<file path="src/rtl/lsc_pkg.sv">
`timescale 1ns / 1ps
// ----------------------------------------------------------------------------
// lsc_pkg
// Shared types and constants of the line sensor centroid block.
// ----------------------------------------------------------------------------
package lsc_pkg;

    localparam int LSC_SENSOR_COUNT = 16;

    localparam int RAW_W    = 12;
    localparam int IDX_IN_W = 4;
    localparam int WEIGHT_W = 17;
    localparam int MOMENT_W = 24;
    localparam int THR_W    = 16;
    localparam int POS_W    = 15;
    localparam int QUOT_W   = 32;
    localparam int STEP_W   = 6;

    localparam logic [RAW_W-1:0] FULL_SCALE    = 12'd4095;
    localparam logic [POS_W-1:0] EDGE_POS      = 15'd11520;
    localparam logic [THR_W-1:0] LOST_THR_INIT = 16'd500;

    typedef enum logic [1:0] {
        CMD_TRACK = 2'd0,
        CMD_WHITE = 2'd1,
        CMD_BLACK = 2'd2
    } t_cmd;

    typedef enum logic [2:0] {
        ST_IDLE,
        ST_READ,
        ST_SCALE,
        ST_LOAD,
        ST_MAC,
        ST_CHECK,
        ST_CENT,
        ST_DONE
    } t_state;

    // one request to the shared radix-2 divider
    typedef struct packed {
        logic [WEIGHT_W-1:0] rem_init;
        logic [QUOT_W-1:0]   dividend;
        logic [WEIGHT_W-1:0] divisor;
        logic [STEP_W-1:0]   steps;
    } t_div_req;

endpackage

</file>
<file path="src/rtl/line_sensor_centroid_core.sv">
`timescale 1ns / 1ps
// ----------------------------------------------------------------------------
// line_sensor_centroid_core
// Calibrates reflectance samples against per-sensor references and forms
// the weighted centroid of each frame.
// ----------------------------------------------------------------------------
// channel  direction  handshake                  payload
// in       input      i_in_valid / o_in_stall    cmd, sensor_index, sample_value,
//                                                frame_last
// out      output     o_out_valid / i_out_stall  calibrated_value, line_position,
//                                                position_valid, line_lost
// cfg      input      i_cfg_valid / o_cfg_ready  lost_threshold
//
// a reference write is taken without leaving idle; a track beat holds
// o_in_stall until it is done, running the rescale divide for the 12
// quotient bits, skipped when the sample clamps, and then the bit-serial
// multiply by the sensor position
// a frame-end beat adds the 32-bit centroid divide, one quotient bit per
// cycle in the shared divider, skipped when the line is lost
// synchronous active-low reset; references read as zero until written
// the output register holds a finished beat while the next input is taken
// ----------------------------------------------------------------------------
module line_sensor_centroid_core #(
    parameter int SENSOR_COUNT = lsc_pkg::LSC_SENSOR_COUNT
) (
    input  logic                                i_clk,
    input  logic                                i_rst_n,
    input  logic                                i_cfg_valid,
    output logic                                o_cfg_ready,
    input  logic [lsc_pkg::THR_W-1:0]           i_cfg_data,
    input  logic                                i_in_valid,
    output logic                                o_in_stall,
    input  logic [1:0]                          i_cmd,
    input  logic [lsc_pkg::IDX_IN_W-1:0]        i_sensor_index,
    input  logic [lsc_pkg::RAW_W-1:0]           i_sample_value,
    input  logic                                i_frame_last,
    output logic                                o_out_valid,
    input  logic                                i_out_stall,
    output logic [lsc_pkg::RAW_W-1:0]           o_calibrated_value,
    output logic signed [lsc_pkg::POS_W-1:0]    o_line_position,
    output logic                                o_position_valid,
    output logic                                o_line_lost
);
    import lsc_pkg::*;

    localparam int IDX_W = $clog2(SENSOR_COUNT);

    t_state r_state, n_state;

    logic [THR_W-1:0]    r_lost_thr;
    logic [IDX_IN_W-1:0] r_idx;
    logic [RAW_W-1:0]    r_raw;
    logic                r_last;
    logic [RAW_W-1:0]    r_cal;
    logic [WEIGHT_W-1:0] r_weight;
    logic [MOMENT_W-1:0] r_moment;
    logic [MOMENT_W-1:0] r_addend;
    logic [5:0]          r_pmag;
    logic                r_pneg;
    logic                r_mneg;
    logic                r_lost;
    logic                r_prev_neg;
    logic [POS_W-1:0]    r_pos;

    logic                accept_in;
    logic                in_range_in;
    logic                in_range;
    logic                ref_wr;
    logic [RAW_W-1:0]    ref_white;
    logic [RAW_W-1:0]    ref_black;
    logic                cal_zero;
    logic                cal_full;
    logic [RAW_W-1:0]    diff_raw;
    logic [RAW_W-1:0]    diff_ref;
    logic [2*RAW_W-1:0]  num_scaled;
    logic                frame_lost;
    logic [MOMENT_W-1:0] moment_mag;
    logic                div_start;
    t_div_req            div_req;
    logic                div_busy;
    logic                div_done;
    logic [QUOT_W-1:0]   div_quot;
    logic [POS_W-1:0]    cent_mag;
    logic                out_load;

    // |6*index - 45|
    function automatic logic [5:0] pos_mag(input logic [IDX_IN_W-1:0] idx);
        logic [6:0] six;
        six = ({3'b000, idx} << 2) + ({3'b000, idx} << 1);
        return idx[3] ? 6'(six - 7'd45) : 6'(7'd45 - six);
    endfunction

    assign accept_in   = i_in_valid && !o_in_stall;
    assign o_in_stall  = (r_state != ST_IDLE);
    assign o_cfg_ready = 1'b1;
    assign in_range_in = ({1'b0, i_sensor_index} < 5'(SENSOR_COUNT));
    assign in_range    = ({1'b0, r_idx} < 5'(SENSOR_COUNT));
    assign ref_wr      = accept_in && in_range_in &&
                         (i_cmd == CMD_WHITE || i_cmd == CMD_BLACK);

    lsc_ref_store #(
        .SENSOR_COUNT (SENSOR_COUNT),
        .IDX_W        (IDX_W)
    ) u_ref_store (
        .i_clk      (i_clk),
        .i_rst_n    (i_rst_n),
        .i_wr_en    (ref_wr),
        .i_wr_black (i_cmd == CMD_BLACK),
        .i_addr     (i_sensor_index[IDX_W-1:0]),
        .i_wr_data  (i_sample_value),
        .i_rd_en    (accept_in),
        .o_white    (ref_white),
        .o_black    (ref_black)
    );

    // rescale decode, valid in the read state
    assign cal_zero   = !in_range || (ref_black <= ref_white) || (r_raw <= ref_white);
    assign cal_full   = (r_raw >= ref_black);
    assign diff_raw   = r_raw - ref_white;
    assign diff_ref   = ref_black - ref_white;
    assign num_scaled = {diff_raw, 12'd0} - {12'd0, diff_raw};

    assign frame_lost = (r_weight == '0) || (r_weight < {1'b0, r_lost_thr});
    assign moment_mag = r_moment[MOMENT_W-1] ? (~r_moment + 1'b1) : r_moment;

    lsc_serial_div u_div (
        .i_clk   (i_clk),
        .i_rst_n (i_rst_n),
        .i_start (div_start),
        .i_req   (div_req),
        .o_busy  (div_busy),
        .o_done  (div_done),
        .o_quot  (div_quot)
    );

    assign cent_mag = (div_quot > QUOT_W'(EDGE_POS)) ? EDGE_POS : div_quot[POS_W-1:0];
    assign out_load = !o_out_valid || !i_out_stall;

    // next state
    always_comb begin
        n_state = r_state;
        case (r_state)
            ST_IDLE: begin
                if (accept_in && i_cmd == CMD_TRACK) begin
                    n_state = ST_READ;
                end
            end
            ST_READ: begin
                n_state = (cal_zero || cal_full) ? ST_LOAD : ST_SCALE;
            end
            ST_SCALE: begin
                if (div_done) begin
                    n_state = ST_LOAD;
                end
            end
            ST_LOAD: begin
                n_state = ST_MAC;
            end
            ST_MAC: begin
                if (r_pmag == '0) begin
                    n_state = r_last ? ST_CHECK : ST_DONE;
                end
            end
            ST_CHECK: begin
                n_state = frame_lost ? ST_DONE : ST_CENT;
            end
            ST_CENT: begin
                if (div_done) begin
                    n_state = ST_DONE;
                end
            end
            ST_DONE: begin
                if (out_load) begin
                    n_state = ST_IDLE;
                end
            end
            default: begin
                n_state = ST_IDLE;
            end
        endcase
    end

    // divider requests
    always_comb begin
        div_start = 1'b0;
        div_req   = '0;
        case (r_state)
            ST_READ: begin
                // quotient stays below 4096, so the top half preloads the remainder
                div_start        = !cal_zero && !cal_full;
                div_req.rem_init = {5'd0, num_scaled[2*RAW_W-1:RAW_W]};
                div_req.dividend = {num_scaled[RAW_W-1:0], 20'd0};
                div_req.divisor  = {5'd0, diff_ref};
                div_req.steps    = STEP_W'(RAW_W);
            end
            ST_CHECK: begin
                div_start        = !frame_lost;
                div_req.rem_init = '0;
                div_req.dividend = {moment_mag, 8'd0};
                div_req.divisor  = r_weight;
                div_req.steps    = STEP_W'(QUOT_W);
            end
            default: begin
                div_start = 1'b0;
            end
        endcase
    end

    always_ff @(posedge i_clk) begin
        if (!i_rst_n) begin
            r_state    <= ST_IDLE;
            r_lost_thr <= LOST_THR_INIT;
            r_weight   <= '0;
            r_moment   <= '0;
            r_prev_neg <= 1'b0;
            r_pmag     <= '0;
        end else begin
            r_state <= n_state;
            if (i_cfg_valid && o_cfg_ready) begin
                r_lost_thr <= i_cfg_data;
            end
            case (r_state)
                ST_LOAD: begin
                    if (in_range) begin
                        r_weight <= r_weight + {5'd0, r_cal};
                        r_pmag   <= pos_mag(r_idx);
                    end else begin
                        r_pmag <= '0;
                    end
                end
                ST_MAC: begin
                    // one bit of the position magnitude per cycle
                    if (r_pmag != '0) begin
                        if (r_pmag[0]) begin
                            r_moment <= r_pneg ? r_moment - r_addend : r_moment + r_addend;
                        end
                        r_pmag <= {1'b0, r_pmag[5:1]};
                    end
                end
                ST_CHECK: begin
                    r_weight <= '0;
                    r_moment <= '0;
                end
                ST_CENT: begin
                    if (div_done) begin
                        r_prev_neg <= r_mneg && (cent_mag != '0);
                    end
                end
                default: begin
                    r_pmag <= r_pmag;
                end
            endcase
        end
    end

    // payload path
    always_ff @(posedge i_clk) begin
        if (accept_in) begin
            r_idx  <= i_sensor_index;
            r_raw  <= i_sample_value;
            r_last <= i_frame_last;
        end
        case (r_state)
            ST_READ: begin
                r_cal <= cal_zero ? '0 : FULL_SCALE;
            end
            ST_SCALE: begin
                if (div_done) begin
                    r_cal <= div_quot[RAW_W-1:0];
                end
            end
            ST_LOAD: begin
                r_addend <= {12'd0, r_cal};
                r_pneg   <= !r_idx[3];
            end
            ST_MAC: begin
                r_addend <= {r_addend[MOMENT_W-2:0], 1'b0};
            end
            ST_CHECK: begin
                r_lost <= frame_lost;
                r_mneg <= r_moment[MOMENT_W-1];
                r_pos  <= r_prev_neg ? (~EDGE_POS + 1'b1) : EDGE_POS;
            end
            ST_CENT: begin
                if (div_done) begin
                    r_pos <= r_mneg ? (~cent_mag + 1'b1) : cent_mag;
                end
            end
            default: begin
                r_cal <= r_cal;
            end
        endcase
    end

    // output register
    always_ff @(posedge i_clk) begin
        if (!i_rst_n) begin
            o_out_valid <= 1'b0;
        end else if (r_state == ST_DONE && out_load) begin
            o_out_valid <= 1'b1;
        end else if (!i_out_stall) begin
            o_out_valid <= 1'b0;
        end
    end

    always_ff @(posedge i_clk) begin
        if (r_state == ST_DONE && out_load) begin
            o_calibrated_value <= r_cal;
            o_line_position    <= r_last ? signed'(r_pos) : '0;
            o_position_valid   <= r_last;
            o_line_lost        <= r_last && r_lost;
        end
    end

`ifndef SYNTH
    a_div_idle_on_start: assert property (@(posedge i_clk) disable iff (!i_rst_n)
        div_start |-> !div_busy)
        else $error("divider started while busy");

    a_plain_beat_clean: assert property (@(posedge i_clk) disable iff (!i_rst_n)
        (o_out_valid && !o_position_valid) |-> (o_line_position == '0 && !o_line_lost))
        else $error("position fields set on a beat without frame end");

    a_lost_needs_frame: assert property (@(posedge i_clk) disable iff (!i_rst_n)
        (o_out_valid && o_line_lost) |-> o_position_valid)
        else $error("line lost without frame end");

    a_pos_in_range: assert property (@(posedge i_clk) disable iff (!i_rst_n)
        (o_out_valid && o_position_valid) |->
            (o_line_position <= signed'(EDGE_POS) && o_line_position >= -signed'(EDGE_POS)))
        else $error("line position beyond the bar edge");
`endif

endmodule

</file>
<file path="src/rtl/lsc_ref_store.sv">
`timescale 1ns / 1ps
// ----------------------------------------------------------------------------
// lsc_ref_store
// Per-sensor white and black reference memories with registered read.
// ----------------------------------------------------------------------------
module lsc_ref_store #(
    parameter int SENSOR_COUNT = 16,
    parameter int IDX_W        = $clog2(SENSOR_COUNT)
) (
    input  logic                      i_clk,
    input  logic                      i_rst_n,
    input  logic                      i_wr_en,
    input  logic                      i_wr_black,
    input  logic [IDX_W-1:0]          i_addr,
    input  logic [lsc_pkg::RAW_W-1:0] i_wr_data,
    input  logic                      i_rd_en,
    output logic [lsc_pkg::RAW_W-1:0] o_white,
    output logic [lsc_pkg::RAW_W-1:0] o_black
);
    import lsc_pkg::*;

    logic [RAW_W-1:0]        r_white_mem [SENSOR_COUNT];
    logic [RAW_W-1:0]        r_black_mem [SENSOR_COUNT];
    logic [SENSOR_COUNT-1:0] r_white_vld;
    logic [SENSOR_COUNT-1:0] r_black_vld;
    logic [RAW_W-1:0]        r_white_rd;
    logic [RAW_W-1:0]        r_black_rd;

    always_ff @(posedge i_clk) begin
        if (!i_rst_n) begin
            r_white_vld <= '0;
            r_black_vld <= '0;
        end else if (i_wr_en) begin
            if (i_wr_black) begin
                r_black_vld[i_addr] <= 1'b1;
            end else begin
                r_white_vld[i_addr] <= 1'b1;
            end
        end
    end

    always_ff @(posedge i_clk) begin
        if (i_wr_en) begin
            if (i_wr_black) begin
                r_black_mem[i_addr] <= i_wr_data;
            end else begin
                r_white_mem[i_addr] <= i_wr_data;
            end
        end
    end

    // an entry never written reads as zero
    always_ff @(posedge i_clk) begin
        if (i_rd_en) begin
            r_white_rd <= r_white_vld[i_addr] ? r_white_mem[i_addr] : '0;
            r_black_rd <= r_black_vld[i_addr] ? r_black_mem[i_addr] : '0;
        end
    end

    assign o_white = r_white_rd;
    assign o_black = r_black_rd;

endmodule

</file>
<file path="src/rtl/lsc_serial_div.sv">
`timescale 1ns / 1ps
// ----------------------------------------------------------------------------
// lsc_serial_div
// Restoring radix-2 divider, one quotient bit per cycle, shared by the
// rescale and the centroid.
// ----------------------------------------------------------------------------
module lsc_serial_div (
    input  logic                       i_clk,
    input  logic                       i_rst_n,
    input  logic                       i_start,
    input  lsc_pkg::t_div_req          i_req,
    output logic                       o_busy,
    output logic                       o_done,
    output logic [lsc_pkg::QUOT_W-1:0] o_quot
);
    import lsc_pkg::*;

    logic [WEIGHT_W-1:0] r_rem;
    logic [WEIGHT_W-1:0] r_div;
    logic [QUOT_W-1:0]   r_dvd;
    logic [QUOT_W-1:0]   r_quot;
    logic [STEP_W-1:0]   r_cnt;
    logic                r_busy;
    logic                r_done;

    logic [WEIGHT_W:0]   rem_sh;
    logic [WEIGHT_W+1:0] diff;
    logic                ge;

    assign rem_sh = {r_rem, r_dvd[QUOT_W-1]};
    assign diff   = {1'b0, rem_sh} - {2'b00, r_div};
    assign ge     = ~diff[WEIGHT_W+1];

    always_ff @(posedge i_clk) begin
        if (!i_rst_n) begin
            r_busy <= 1'b0;
            r_done <= 1'b0;
            r_cnt  <= '0;
        end else begin
            r_done <= 1'b0;
            if (i_start) begin
                r_busy <= 1'b1;
                r_cnt  <= i_req.steps;
            end else if (r_busy) begin
                r_cnt <= r_cnt - 1'b1;
                if (r_cnt == STEP_W'(1)) begin
                    r_busy <= 1'b0;
                    r_done <= 1'b1;
                end
            end
        end
    end

    always_ff @(posedge i_clk) begin
        if (i_start) begin
            r_rem  <= i_req.rem_init;
            r_div  <= i_req.divisor;
            r_dvd  <= i_req.dividend;
            r_quot <= '0;
        end else if (r_busy) begin
            // remainder stays below the divisor, so it fits back in WEIGHT_W
            r_rem  <= ge ? diff[WEIGHT_W-1:0] : rem_sh[WEIGHT_W-1:0];
            r_dvd  <= {r_dvd[QUOT_W-2:0], 1'b0};
            r_quot <= {r_quot[QUOT_W-2:0], ge};
        end
    end

    assign o_busy = r_busy;
    assign o_done = r_done;
    assign o_quot = r_quot;

endmodule
</file>
<file path="config.mk">
export PLATFORM = sky130hd
export DESIGN_NAME = line_sensor_centroid_core
export DESIGN_NICKNAME = d
export VERILOG_FILES = /design/src/rtl/lsc_pkg.sv /design/src/rtl/line_sensor_centroid_core.sv /design/src/rtl/lsc_ref_store.sv /design/src/rtl/lsc_serial_div.sv
export SDC_FILE = /design/constraint.sdc
export NUM_CORES = 1
export LEC_CHECK = 0
export ABC_CLOCK_PERIOD_IN_PS = 8400
export BUFFER_PORTS_ARGS = -buffer_cell sky130_fd_sc_hd__buf_2
export CAP_MARGIN = 30
export CORE_ASPECT_RATIO = 1.25
export CORE_MARGIN = 4
export CORE_UTILIZATION = 65
export DETAILED_ROUTE_END_ITERATION = 7
export PLACE_DENSITY = 0.86
export SYNTH_ARGS = -nofsm -noshare
export SYNTH_HDL_FRONTEND = slang
export SYNTH_SLANG_ARGS = --single-unit
</file>
<file path="constraint.sdc">
create_clock -name i_clk -period 8.4 [get_ports i_clk]
set_clock_uncertainty 0.15 [all_clocks]
set_input_delay 0.42 -clock i_clk [delete_from_list [all_inputs] [get_ports i_clk]]
set_output_delay 0.42 -clock i_clk [all_outputs]
set_load 0.02 [all_outputs]
</file>
### After elaboration in Yosys (flattened, before gate mapping)

Memory sizes are Yosys's and may differ from the RTL's. A register that Yosys moved wholly into a read port is not among the register bits.
Cells that the tools add are included.

* register bits after elaboration: 306
* bits in writable memories: 384
* input bits: 40
* logic and storage cells: 175
* memories: 2

Memories
* u_ref_store.r_black_mem: words 16, bits a word 12, read ports 1, clocked after memory_dff 1, wr ports 1, line lsc_ref_store.sv:23 `logic [RAW_W-1:0] r_black_mem [SENSOR_COUNT];`
* u_ref_store.r_white_mem: words 16, bits a word 12, read ports 1, clocked after memory_dff 1, wr ports 1, line lsc_ref_store.sv:22 `logic [RAW_W-1:0] r_white_mem [SENSOR_COUNT];`

* $add $sub $neg: 13
* order comparisons: 7
* equality and inequality tests: 18
* multiplexer cells: 54
* bitwise operators: 8
* reductions and logical operators: 44

Operator list (number)
* $pmux 67 s2: 1
* $mux 24: 4
* $pmux 24 s2: 2
* $mux 32: 2
* $mux 15: 4
* $mux 17: 3
* $pmux 17 s2: 1
* $gt 32x14->1 const B: 1
* $or 16x16->16: 2
* $pmux 15 s2: 1
* $add 24x1->24 const B: 1
* $add 24x24->24: 1
* $le 12x12->1: 2
* $mux 12: 2
* $mux 6: 4
* $not 24->24: 1
* $pmux 12 s2: 1
* $pmux 3 s8: 1
* $sub 12x12->12: 2
* $sub 24x12->24: 1
* $sub 24x24->24: 1
* $sub 18x17->19: 1
* $add 17x12->17: 1
* $logic_not 17->1: 1
* 40 further kinds: 103

### Logic depth before layout (Yosys ltp)

* depth in word-level cells: 7
* depth in mapped cells: 16
* gate-level depth less buffers: 16

### By module

A second synthesis with hierarchy kept.

* cells, all modules: 2540
* area total of the unflattened synthesis: 33515.9 um^2

Modules (own cells, without submodules)
* lsc_ref_store: instances 1, cells an instance 749, area an instance 16477.1 um^2
* line_sensor_centroid_core: instances 1, cells an instance 1356, area an instance 11979.0 um^2
* lsc_serial_div: instances 1, cells an instance 435, area an instance 5059.9 um^2

### Worst setup path after synthesis

OpenSTA, ideal clock, no wires.

* path type: register to register
* from: register u_ref_store.r_black_rd[0] (netlist: u_ref_store.o_black[0]) (read register of u_ref_store.r_black_mem)
* to: register u_div.r_dvd[10] (enable)
* setup time: 0.542 ns
* arrival: 3.199 ns
* data required time: 7.708 ns
* path slack: 4.508 ns
* stages on the path, launching flop included: 14
* buffers on the path: 1
* clock period less this slack: 3.892 ns
* cells stage by stage: edfxtp_1 > inv_1 > ha_1 > inv_1 > fa_1 > a21o_1 > a211oi_1 > o21ai_0 > a21oi_1 > nor4_1 > nand2_1 > and2_1 > clkbuf_1 > nand2b_1

* cells in the longest elaborated chain, start to end: 6

RTL lines
* start: declaration: line lsc_ref_store.sv:27 `logic [RAW_W-1:0] r_black_rd;`
* $le 12x12->1: line line_sensor_centroid_core.sv:117 `assign cal_zero = !in_range || (ref_black <= ref_white) || (r_raw <= ref_white);`
* $logic_or 1x1->1: line line_sensor_centroid_core.sv:117
* $logic_not 1->1: line line_sensor_centroid_core.sv:190 `div_start = !cal_zero && !cal_full;`
* $logic_and 1x1->1 (*): line line_sensor_centroid_core.sv:190
* $pmux 1 s2 (*): line line_sensor_centroid_core.sv:187 `case (r_state)`
* $reduce_bool 2->1 (no source line) (*)
* end signal: assignment: line lsc_serial_div.sv:58 `r_dvd <= i_req.dividend;`
* end signal: assignment: line lsc_serial_div.sv:63 `r_dvd <= {r_dvd[QUOT_W-2:0], 1'b0};`
* end: declaration: line lsc_serial_div.sv:20 `logic [QUOT_W-1:0] r_dvd;`

Mark *: on every way between the ends. The rest lies on a longest branch, timed or not.
A chain may end at the register's enable or synchronous reset.

### Worst setup path after layout

* from: register r_raw[4]
* to: register u_div.r_dvd[20] (data pin)

* cells in the longest elaborated chain, start to end: 6

RTL lines
* start: declaration: line line_sensor_centroid_core.sv:52 `logic [RAW_W-1:0] r_raw;`
* start signal: assignment: line line_sensor_centroid_core.sv:260 `r_raw <= i_sample_value;`
* $le 12x12->1: line line_sensor_centroid_core.sv:117
* $logic_or 1x1->1: line line_sensor_centroid_core.sv:117
* $logic_not 1->1: line line_sensor_centroid_core.sv:190
* $logic_and 1x1->1 (*): line line_sensor_centroid_core.sv:190
* $pmux 1 s2 (*): line line_sensor_centroid_core.sv:187
* $mux 32 (*): line lsc_serial_div.sv:55 `if (i_start) begin`

Marked as above.

==> qor.csv <==
stage;metric;value;unit
status;status;complete, no violations;
global_routing;gr usage total;30.2;%
yosys;Post-Synth Simple-Gate Area;10.8;%
yosys;FFs w/ async S/R, synth;0;%
route;WL/cell;25.0;um
critical_path;Worst R2R Start;r_raw[4]$_DFFE_PP_;
yosys;syn avg cell area;13.1;um2
sta;Setup WS post-layout;3.27;ns
global_routing;largest net degree at the start of global routing;73;
yosys;Yosys reg bits;706;
route;DRC viols;0;
power;VDD IR-drop max;227;uV
yosys;Syn Nets;2668;
placed_design;dpl ws;3.33;ns
placed_design;hpwl dp;52600;um
yosys;post-synthesis mux area share;10.3;%
layout;Post-Layout Cell Count;3316;
route;initial DRC count;2708;
power;Power Density;242;mW/mm2
route;final wirelength;82900;um
floorplanning;# IOs;72;
clock_tree;CTS tree;done;
sta;unrepaired setup endpoints after global routing;no;
worst_hold_path;Hold/Removal Path Class;in -> reg;
global_routing;M1 GR Usage;37.5;%
critical_path;startpoint types;register;
global_routing;GRT overflow;0;
global_routing;met3 usage;4.56;%
layout;Nets;2774;
floorplanning;Initial Util;66.1;%
floorplanning;full die area;0.0541;mm2
layout;Reg area;0.0198;mm2
placed_design;routability congestion estimate;0.914;
sta;post-layout min period;5.13;ns
layout;commonest non-fill, non-tap cell in the layout;edfxtp_1;
yosys;cells after synthesis;2506;
yosys;Synth Area in Compound Gates;8.12;%
layout;fin util;73.6;%
power;Final Total Pwr;8.83;mW
global_routing;Top Usage Layer GRT;met2;
placed_design;input/output buffers;70;
sta;Relative slew margins;32.7;%
route;Vias per Instance;6.60;
critical_path;WP data required;8.61;ns
placed_design;Cells after DPL;3175;
floorplanning;die width;209;um
sta;fin crit share;61.1;%
clock_tree;CTS Buffer Depth;3;
global_routing;GRT met2 Usage;53.6;%
yosys;largest family of logic cells by synthesized area;simple AND/OR/NAND/NOR gates;
clock_tree;number of clock sinks;706;
clock_tree;CTS Buf Count;66;
layout;fillcell total;2984;
clock_tree;H-tree level count;3;
floorplanning;Rows;91;
yosys;Synthesis Warnings;0;
critical_path;endpoint class of the critical path;register;
route;final antenna-violating net count;0;
sta;Worst-Margin Slew;1.00;ns
yosys;top_reg_cell synth;edfxtp_1;
critical_path;crit path DAT;5.34;ns
sta;setup_tns;0;ns
critical_path;CP max FO;66;
clock_tree;root buffer cell;clkbuf_16;
floorplanning;Core Box Area;0.0496;mm2
route;first-pass iteration count of the detailed router;6;
sta;fmax;0.195;GHz
global_routing;first-pass GRT wire length;128000;um
layout;area occupied by multi-input gates;0.0122;mm2
sta;Slew Viols, Final;0;
layout;Syn-to-layout area delta;11.4;%
layout;layout cells sized above 1;14.5;%
job;max capacitance violation total;0;
yosys;XOR/XNOR share of the synthesized area;3.18;%
clock_tree;Worst-path clk slew;0.06;ns
route;total number of vias;21900;
yosys;sequential share of the synthesized area;60.4;%
yosys;synth unique cells;81;
worst_hold_path;Hold Startpoint;i_in_valid;
sta;Setup Viol. Count Final;0;
layout;ANT cells;0;
power;Leak Pwr;13.3;nW
critical_path;WS Path Type;reg -> reg;
global_routing;vias in the first global route;22100;
yosys;Post-Syn Area;0.0328;mm2
yosys;EDFF count, synth;566;
sta;Final Hold Fails;0;
floorplanning;DIE HEIGHT;259;um
global_routing;initial antenna violation count;1;
critical_path;launch point of the worst path;r_raw[4]$_DFFE_PP_;
clock_tree;post-CTS resize count;0;
yosys;Post-Synth Adder-Cell Area;4.79;%
clock_tree;later-pin clock latency in the skew report;0.62;ns
layout;most frequent cells in the layout;566 x edfxtp_1, 286 x nor2_1, 176 x nand2_1;
cell usage after synthesis (42+ instances only):
master | count | share of area (%)
inv_1 | 100 | 1.1
mux4_2 | 128 | 8.8
o21ai_0 | 101 | 1.5
xnor2_1 | 78 | 2.1
ha_1 | 116 | 4.4
nor3_1 | 42 | 0.64
edfxtp_1 | 566 | 52
nor2b_1 | 45 | 0.86
a21o_1 | 42 | 0.96
dfxtp_1 | 140 | 8.5
a21oi_1 | 107 | 1.6
nand2_1 | 176 | 2.0
nor2_1 | 287 | 3.3
clkbuf_1 | 79 | 0.90
mux2i_1 | 46 | 1.4
report_power, final:
part | switching [mW] | leakage (nW) | internal, mW | total [mW]
clock | 1.34 | 1.13 | 1.84 | 3.18
combinational | 0.973 | 5.91 | 0.600 | 1.57
sequential | 0.127 | 6.28 | 3.96 | 4.08
total | 2.44 | 13.3 | 6.39 | 8.83
metal layers:
layer  part of all wire, %  wire length (um)  up-vias
met1                    35             29400    10700
li1                      -                 -     9588
met5                 0.016                13        -
met2                    52             43500     1291
met3                   7.6              6310      256
met4                   4.5              3700        2
state kept, by name, summed over array words and instances, names as in the netlist, 17 cells and up:
signal,count
r_addend,24
r_moment,24
r_weight,17
u_div.o_quot,32
u_div.r_div,17
u_div.r_dvd,24
u_div.r_rem,17
u_ref_store.r_black_mem,192
u_ref_store.r_white_mem,192
area by class of cell:
cell class,instances,share of cell area (%)
clock buffer,97,5.43
clock inverter,24,0.846
timing repair buffer,144,2.78
multi-input combinational,1592,33.5
inverter,102,1.05
sequential,706,54.2
tap,651,2.23
kinds of logic after synthesis:
logic type                 Yosys count
and+or+nand+nor                    757
DFF                                706
other                                1
muxes                              178
AOI/OAI and AO/OA                  415
buffers and inverters              208
adders and majority gates          122
xor gates and xnor gates           119
path summary, 6_finish.rpt:
kind	endpoint	slack, ns	cells past startpoint
setup reg to reg	u_div.r_dvd[20]$_DFFE_PP_	3.27	13
setup / recovery	u_div.r_dvd[20]$_DFFE_PP_	3.27	13
hold / removal	r_state[0]$_SDFFE_PN0P_	0.1	5
hold reg to reg	u_ref_store.r_black_vld[7]$_SDFFE_PN0P_	0.33	2
repair_timing:
| action | in CTS | in global routing |
|---|---|---|
| setup buffers | 0 | 0 |
| hold endpoints to repair | 18 | 0 |
| hold buffers | 18 | 0 |
worst max-delay path, stage by stage (launching register included):
cell and delay (ns):
edfxtp_1 0.43, ha_1 0.45, nand4_1 0.17, a21o_1 0.22, a21oi_1 0.19, o31ai_1 0.14
nor4_1 0.64, nand2_1 0.52, and2_1 0.53, buf_4 0.29, inv_2 0.15, buf_4 0.58
o221ai_1 0.25, o21a_1 0.16
per-stage QoR:
stage,instance area [um2],hold slack [ns]
finish,36500,0.0963
detailed placement,34000,0.308
global placement,33900,0.294
CTS,36500,0.0667
global route,36500,0.0986
floorplan,32800,0.256
No activity file was read; power rests on OpenSTA's default activity.
